### src/rtl/rmh_pkg.sv
// Shared types, constants and the heap order function for the running median unit.
// No dependencies.
package rmh_pkg;

    localparam int CAPACITY_DEF = 1024;
    localparam int DATA_W       = 32;
    localparam int MED_W        = 33;

    typedef enum logic [3:0] {
        OP_NONE,
        OP_LOAD,
        OP_PUSH_BEGIN,
        OP_READ_PARENT,
        OP_PUSH_MOVE,
        OP_PLACE,
        OP_POP_BEGIN,
        OP_POP_LOADV,
        OP_READ_LEFT,
        OP_TAKE_LEFT,
        OP_TAKE_RIGHT,
        OP_SINK_STEP,
        OP_FINISH
    } op_t;

    // sel: 0 = lower half (max-heap), 1 = upper half (min-heap)
    typedef struct packed {
        op_t  op;
        logic sel;
        logic src_popped;
        logic ovf;
    } cmd_t;

    typedef struct packed {
        logic idx_zero;
        logic above_parent;
        logic left_lt_n;
        logic right_lt_n;
        logic best_is_idx;
        logic full;
        logic go_lower;
        logic need_l2u;
        logic need_u2l;
    } status_t;

    // true if a must sit above b in the selected heap
    function automatic logic above(input logic signed [DATA_W-1:0] a,
                                   input logic signed [DATA_W-1:0] b,
                                   input logic sel);
        logic r;
        r = sel ? (a < b) : (a > b);
        return r;
    endfunction

endpackage

### src/rtl/rmh_ctrl.sv
// Sequencer for the running median unit: walks insert, rebalance pop and push.
// Depends on rmh_pkg.
module rmh_ctrl (
    input  logic             clk,
    input  logic             rst_n,
    input  logic             start,
    input  rmh_pkg::status_t status,
    output rmh_pkg::cmd_t    cmd,
    output logic             busy,
    output logic             done
);

    typedef enum logic [3:0] {
        S_IDLE,
        S_CHOOSE,
        S_PUSH,
        S_PCMP,
        S_CHECK,
        S_POPV,
        S_SINK,
        S_LEFT,
        S_RIGHT,
        S_DEC,
        S_XFER
    } state_t;

    state_t state_reg, state_next;
    logic   sel_reg, sel_next;
    logic   done_reg;

    always_comb
    begin
        state_next     = state_reg;
        sel_next       = sel_reg;
        cmd.op         = rmh_pkg::OP_NONE;
        cmd.sel        = sel_reg;
        cmd.src_popped = 1'b0;
        cmd.ovf        = 1'b0;
        case (state_reg)
            S_IDLE:
            begin
                if (start)
                begin
                    if (status.full)
                    begin
                        cmd.op  = rmh_pkg::OP_FINISH;
                        cmd.ovf = 1'b1;
                    end
                    else
                    begin
                        cmd.op     = rmh_pkg::OP_LOAD;
                        state_next = S_CHOOSE;
                    end
                end
            end
            S_CHOOSE:
            begin
                sel_next   = !status.go_lower;
                cmd.sel    = !status.go_lower;
                cmd.op     = rmh_pkg::OP_PUSH_BEGIN;
                state_next = S_PUSH;
            end
            S_PUSH:
            begin
                if (status.idx_zero)
                begin
                    cmd.op     = rmh_pkg::OP_PLACE;
                    state_next = S_CHECK;
                end
                else
                begin
                    cmd.op     = rmh_pkg::OP_READ_PARENT;
                    state_next = S_PCMP;
                end
            end
            S_PCMP:
            begin
                if (status.above_parent)
                begin
                    cmd.op     = rmh_pkg::OP_PUSH_MOVE;
                    state_next = S_PUSH;
                end
                else
                begin
                    cmd.op     = rmh_pkg::OP_PLACE;
                    state_next = S_CHECK;
                end
            end
            S_CHECK:
            begin
                if (status.need_l2u || status.need_u2l)
                begin
                    sel_next   = status.need_u2l;
                    cmd.sel    = status.need_u2l;
                    cmd.op     = rmh_pkg::OP_POP_BEGIN;
                    state_next = S_POPV;
                end
                else
                begin
                    cmd.op     = rmh_pkg::OP_FINISH;
                    state_next = S_IDLE;
                end
            end
            S_POPV:
            begin
                cmd.op     = rmh_pkg::OP_POP_LOADV;
                state_next = S_SINK;
            end
            S_SINK:
            begin
                if (status.left_lt_n)
                begin
                    cmd.op     = rmh_pkg::OP_READ_LEFT;
                    state_next = S_LEFT;
                end
                else
                begin
                    cmd.op     = rmh_pkg::OP_PLACE;
                    state_next = S_XFER;
                end
            end
            S_LEFT:
            begin
                cmd.op     = rmh_pkg::OP_TAKE_LEFT;
                state_next = status.right_lt_n ? S_RIGHT : S_DEC;
            end
            S_RIGHT:
            begin
                cmd.op     = rmh_pkg::OP_TAKE_RIGHT;
                state_next = S_DEC;
            end
            S_DEC:
            begin
                if (status.best_is_idx)
                begin
                    cmd.op     = rmh_pkg::OP_PLACE;
                    state_next = S_XFER;
                end
                else
                begin
                    cmd.op     = rmh_pkg::OP_SINK_STEP;
                    state_next = S_SINK;
                end
            end
            S_XFER:
            begin
                sel_next       = !sel_reg;
                cmd.sel        = !sel_reg;
                cmd.src_popped = 1'b1;
                cmd.op         = rmh_pkg::OP_PUSH_BEGIN;
                state_next     = S_PUSH;
            end
            default:
            begin
                state_next = S_IDLE;
            end
        endcase
    end

    always_ff @(posedge clk or negedge rst_n)
    begin
        if (!rst_n)
        begin
            state_reg <= S_IDLE;
            sel_reg   <= 1'b0;
            done_reg  <= 1'b0;
        end
        else
        begin
            state_reg <= state_next;
            sel_reg   <= sel_next;
            done_reg  <= (cmd.op == rmh_pkg::OP_FINISH);
        end
    end

    assign busy = (state_reg != S_IDLE);
    assign done = done_reg;

endmodule

### config.mk
export PLATFORM = sky130hd
export DESIGN_NAME = rmh_ctrl
export DESIGN_NICKNAME = d
export VERILOG_FILES = /design/src/rtl/rmh_pkg.sv /design/src/rtl/rmh_ctrl.sv
export SDC_FILE = /design/constraint.sdc
export NUM_CORES = 1
export LEC_CHECK = 0
export ABC_CLOCK_PERIOD_IN_PS = 2130
export BUFFER_PORTS_ARGS = -buffer_cell sky130_fd_sc_hd__clkbuf_2
export CAP_MARGIN = 20
export CORE_AREA = 4 4 42 44
export DETAILED_ROUTE_END_ITERATION = 8
export DIE_AREA = 0 0 46 48
export PLACE_DENSITY = 0.78
export SYNTH_ARGS = -nofsm -noshare
export SYNTH_HDL_FRONTEND = slang
export SYNTH_SLANG_ARGS = --single-unit
### constraint.sdc
create_clock -name clk -period 2.13 [get_ports clk]
set_input_delay 0.213 -clock clk [delete_from_list [all_inputs] [get_ports clk]]
set_output_delay 0.213 -clock clk [all_outputs]
set_load 0.01 [all_outputs]
== After elaboration in Yosys (flattened, before gate mapping) ==
Index checks and enable logic that the tools add are counted.
Storage, ports and cells
  bits in registers: 6
  input bits: 12
  output and inout bits: 9
  word-level logic and storage cells: 46
Operators by class
  equality and inequality tests: 13
  muxes and demuxes: 23
  reductions and logical operators: 7
Operator list (count)
  $pmux W4 S10: 2
  $mux W4: 9
  $eq A4 B3 Y1 const B: 4
  $eq A4 B4 Y1 const B: 4
  $mux W3: 4
  $eq A4 B2 Y1 const B: 2
  $mux W1: 7
  $eq A4 B1 Y1 const B: 1
  $logic_not A4 Y1: 1
  $ne A2 B2 Y1 const B: 2
  $reduce_bool A4 Y1: 1
  $pmux W1 S3: 1
  $logic_not A1 Y1: 2
  $reduce_and A2 Y1: 1
  $reduce_or A2 Y1: 1
  $logic_or A1 B1 Y1: 1

== Logic depth before layout (Yosys ltp) ==
  word-level depth: 4
  mapped depth: 6
  mapped depth without buffers: 3

== Worst setup path after synthesis ==
No wires, ideal clock.
  path kind: register to output
  start: register state_reg[1]
  end: output port cmd[2] in the netlist's numbering
  arrival: 1275 ps
  required time: 1917 ps
  setup slack: 642 ps
  stages on the path, launching flop included: 7
  buffers on the path: 3
  cells stage by stage: dfrtp_1 > buf_4 > buf_6 > nor4b_1 > o21bai_1 > o211ai_1 > buf_4
Between the ends
  cells in the longest elaborated chain, start to end: 2
  elaborated cells between the ends (all ways): 4
  classes of those cells: eq/ne: 3; mux: 1
RTL lines
  start: declaration: line rmh_ctrl.sv:27  | state_t state_reg, state_next;
  start signal: assignment: line rmh_ctrl.sv:170  | state_reg <= state_next;
  $eq A4 B4 Y1, or another cell as far along
  $pmux W1 S3 (*): line rmh_ctrl.sv:39  | case (state_reg)
  end: declaration: line rmh_ctrl.sv:8  | output rmh_pkg::cmd_t cmd,
Every way passes the cells marked *; elsewhere a longest branch is shown, timed or not.

==> flow_summary.yaml <==
min_path:
  whs_path_depth: 3
  hold_class: "in -> reg"
detailed_routing:
  ant_nets: 0
  wl_per_cell_um: 14.1
  drc: 0
  drt-pass1-iter-count: 4
  viasPerCell: 5.95
  drt-initial-drc-count: 18
  num_vias: 714
  totalWireLength_um: 1690
sta:
  rsz0062_at_grt: "false"
  setup_violations: 0
  timing.fmax_ghz: 0.515
  maxSlewHeadroom: 0.709
  hold_viol_final: 0
  setup_slack_ns: 0.190
  post-route-period-util: 0.911
  setup_tns_ns: 0
  slew_viol_final: 0
  skew_ns: 0.00512
  tightest_slew_ns: 0.436
  fin_crit_ns: 1.94
placed_design:
  dp_slack_ns: 0.326
  hpwl_um: 1320
  port-buffer-count: 20
  gp_congestion: 0.895
logic_synthesis:
  synth_cell_types: 34
  synth-xor-area-share: 0
  synth_compound_area_frac: 0.264
  netlist.area_leader.share: 0.211
  avgSynthCellArea_um2: 8.26
  synthFlopType: "dfrtp_1"
  synth_nets: 98
  ys_ff_latch: 6
  netlist_area_um2: 711
  synth_edf_count: 0
  yosysWarnings: 0
  yosysTopAreaCell: "dfrtp_1"
  synth_top_family_by_area: "simple AND/OR/NAND/NOR gates"
  ys_seq_area_frac: 0.211
  synthTopCellsByArea: "dfrtp_1, nor2b_1, buf_4, buf_6, a221o_1"
  syn_inst: 86
  synth-simple-area-share: 0.393
  synth_fa_ha_area_frac: 0
  synthArstFlopShare: 1.00
  synthMuxAreaShare: 0
global_route:
  grt_pass1_vias: 602
  grt.total_usage: 0.155
  antenna_found_initial: 0
  grt_pass1_wl_um: 2460
  overflow: 0
  grt_start_max_net_pins: 23
die:
  die_height_um: 48
  start_util: 0.495
  die_w_um: 46
  dieArea_um2: 2210
  core_um2: 1440
  ioPinCount: 21
  row_count: 14
finish:
  seqCellArea_um2: 151
  antennaDiodeCount: 0
  area_growth_pct: 13.7
  largest_reg_flops: 4
  multi_input_area_um2: 467
  fillers: 137
  utilization: 0.563
  fin_nets: 118
  layout-drive-gt1-share: 0.279
clocking:
  clkLatencyLatePin_ns: 0.24
  clk_pin_slew_worst_paths_ns: 0.05
  cts_tree: "done"
  cts_buffers: 3
  cts.path.max_buffers: 2
  root_buffer: "clkbuf_4"
  clkSinkCount: 6
  htreeDepth: 1
critical_path:
  r2r-end: "state_reg[1]"
  cp.required_ns: 1.92
  cp-end-kind: "output pin"
  worstSetupPathType: "reg -> out"
  worstPathMaxFanout: 11
  start_kind: "register"
  crit_path_start: "state_reg[2]"
  r2r_start: "state_reg[3]"
  critPathArrivalTime_ns: 1.73
  reg2reg_slack_ns: 0.59
  endpoint: "cmd[2]"
  rr_worst_depth: 4
outcome:
  outcome: "complete, no violations"
power:
  powerDensity_nw_per_um2: 1500
  leakage_nw: 0.394
  ir_worst_vdd_mv: 0.882
flow_run:
  cap_viol_max_count: 0
## synth_stat cells (3+ instances only)
master    count
nand3_1       3
dfrtp_1       6
nor2_1        6
buf_6         3
buf_4         6
inv_1         4
a21o_1        4
nor3_1        3
nor2b_1       8
or3b_1        3
o21ai_0       4
a221o_1       3
nand2b_1      4
nand2_1       5
## cell usage in the layout, fill, tap and decap left out, drive strengths merged
cell type / n
nor4bb: 1
nor2: 6
nor3: 4
buf: 3
o311a: 1
o21ai: 4
nand4: 1
nor4: 2
or2b: 1
nor4b: 1
inv: 4
nor2b: 8
o221ai: 1
o32a: 1
o211ai: 2
a21oi: 1
clkbuf: 23
o21a: 1
nand3b: 2
nand2b: 4
dlygate4sd3: 1
o31ai: 2
and4b: 1
nand2: 5
o2111ai: 1
or3b: 3
nand3: 3
dfrtp: 6
o211a: 2
a221o: 3
a21o: 4
nand4bb: 1
o21bai: 1
## worst min path at each step
stage                     slack [ns]           end       from
after floorplan                -0.08          done      rst_n
after global placement          0.05  state_reg[2]      rst_n
after detailed placement        0.05       sel_reg      rst_n
after CTS                       0.31       sel_reg  status[0]
after global routing            0.34       sel_reg      rst_n
final                           0.31       sel_reg  status[0]
## logic make-up after synthesis
family          after synthesis
compound gates               24
flops                         6
simple gates                 43
buf+inv                      13
## what timing repair did
action | in CTS | in global routing
gates resized for setup | 0 | 1
setup buffers | 0 | 0
setup endpoints to repair | 0 | 2
hold buffers | 1 | 0
endpoints found under the hold margin | 6 | 0
## where the power goes
group          internal [mW]  switching, mW  leakage [nW]
sequential             0.167          0.154        0.0755
combinational          0.398          0.392         0.305
clock                 0.0636         0.0388        0.0138
## per-layer routing
layer	vias up	track usage	routed length, um
met5	-	0	0
met4	0	0.0284	17
met3	2	0.0677	90
met2	17	0.261	827
met1	340	0.185	757
li1	355	-	-
## worst max-delay path, stage by stage (launching register included)
cell,delay (ns)
dfrtp_1,0.52
buf_4,0.25
nor2b_1,0.29
nand3_1,0.12
o211ai_1,0.13
clkbuf_2,0.17
## stage by stage
stage	instances	instance area [um2]	hold WS, ns	total power, mW
after CTS	120	807	0.307	1.22
final	120	808	0.311	1.21
after floorplan	86	711	-0.0826	0.979
after detailed placement	116	774	0.0491	1.11
after global placement	116	774	0.0481	1.09
after global routing	120	808	0.337	1.31
## layout make-up
| type | instances | share of cell area |
|---|---|---|
| inverters | 4 | 0.0186 |
| flip-flops and latches | 6 | 0.187 |
| clock buffers | 3 | 0.0279 |
| multi-input cells | 67 | 0.577 |
| repair buffers | 24 | 0.164 |
| well taps | 16 | 0.0248 |
Power figures use the tool's default switching activity.
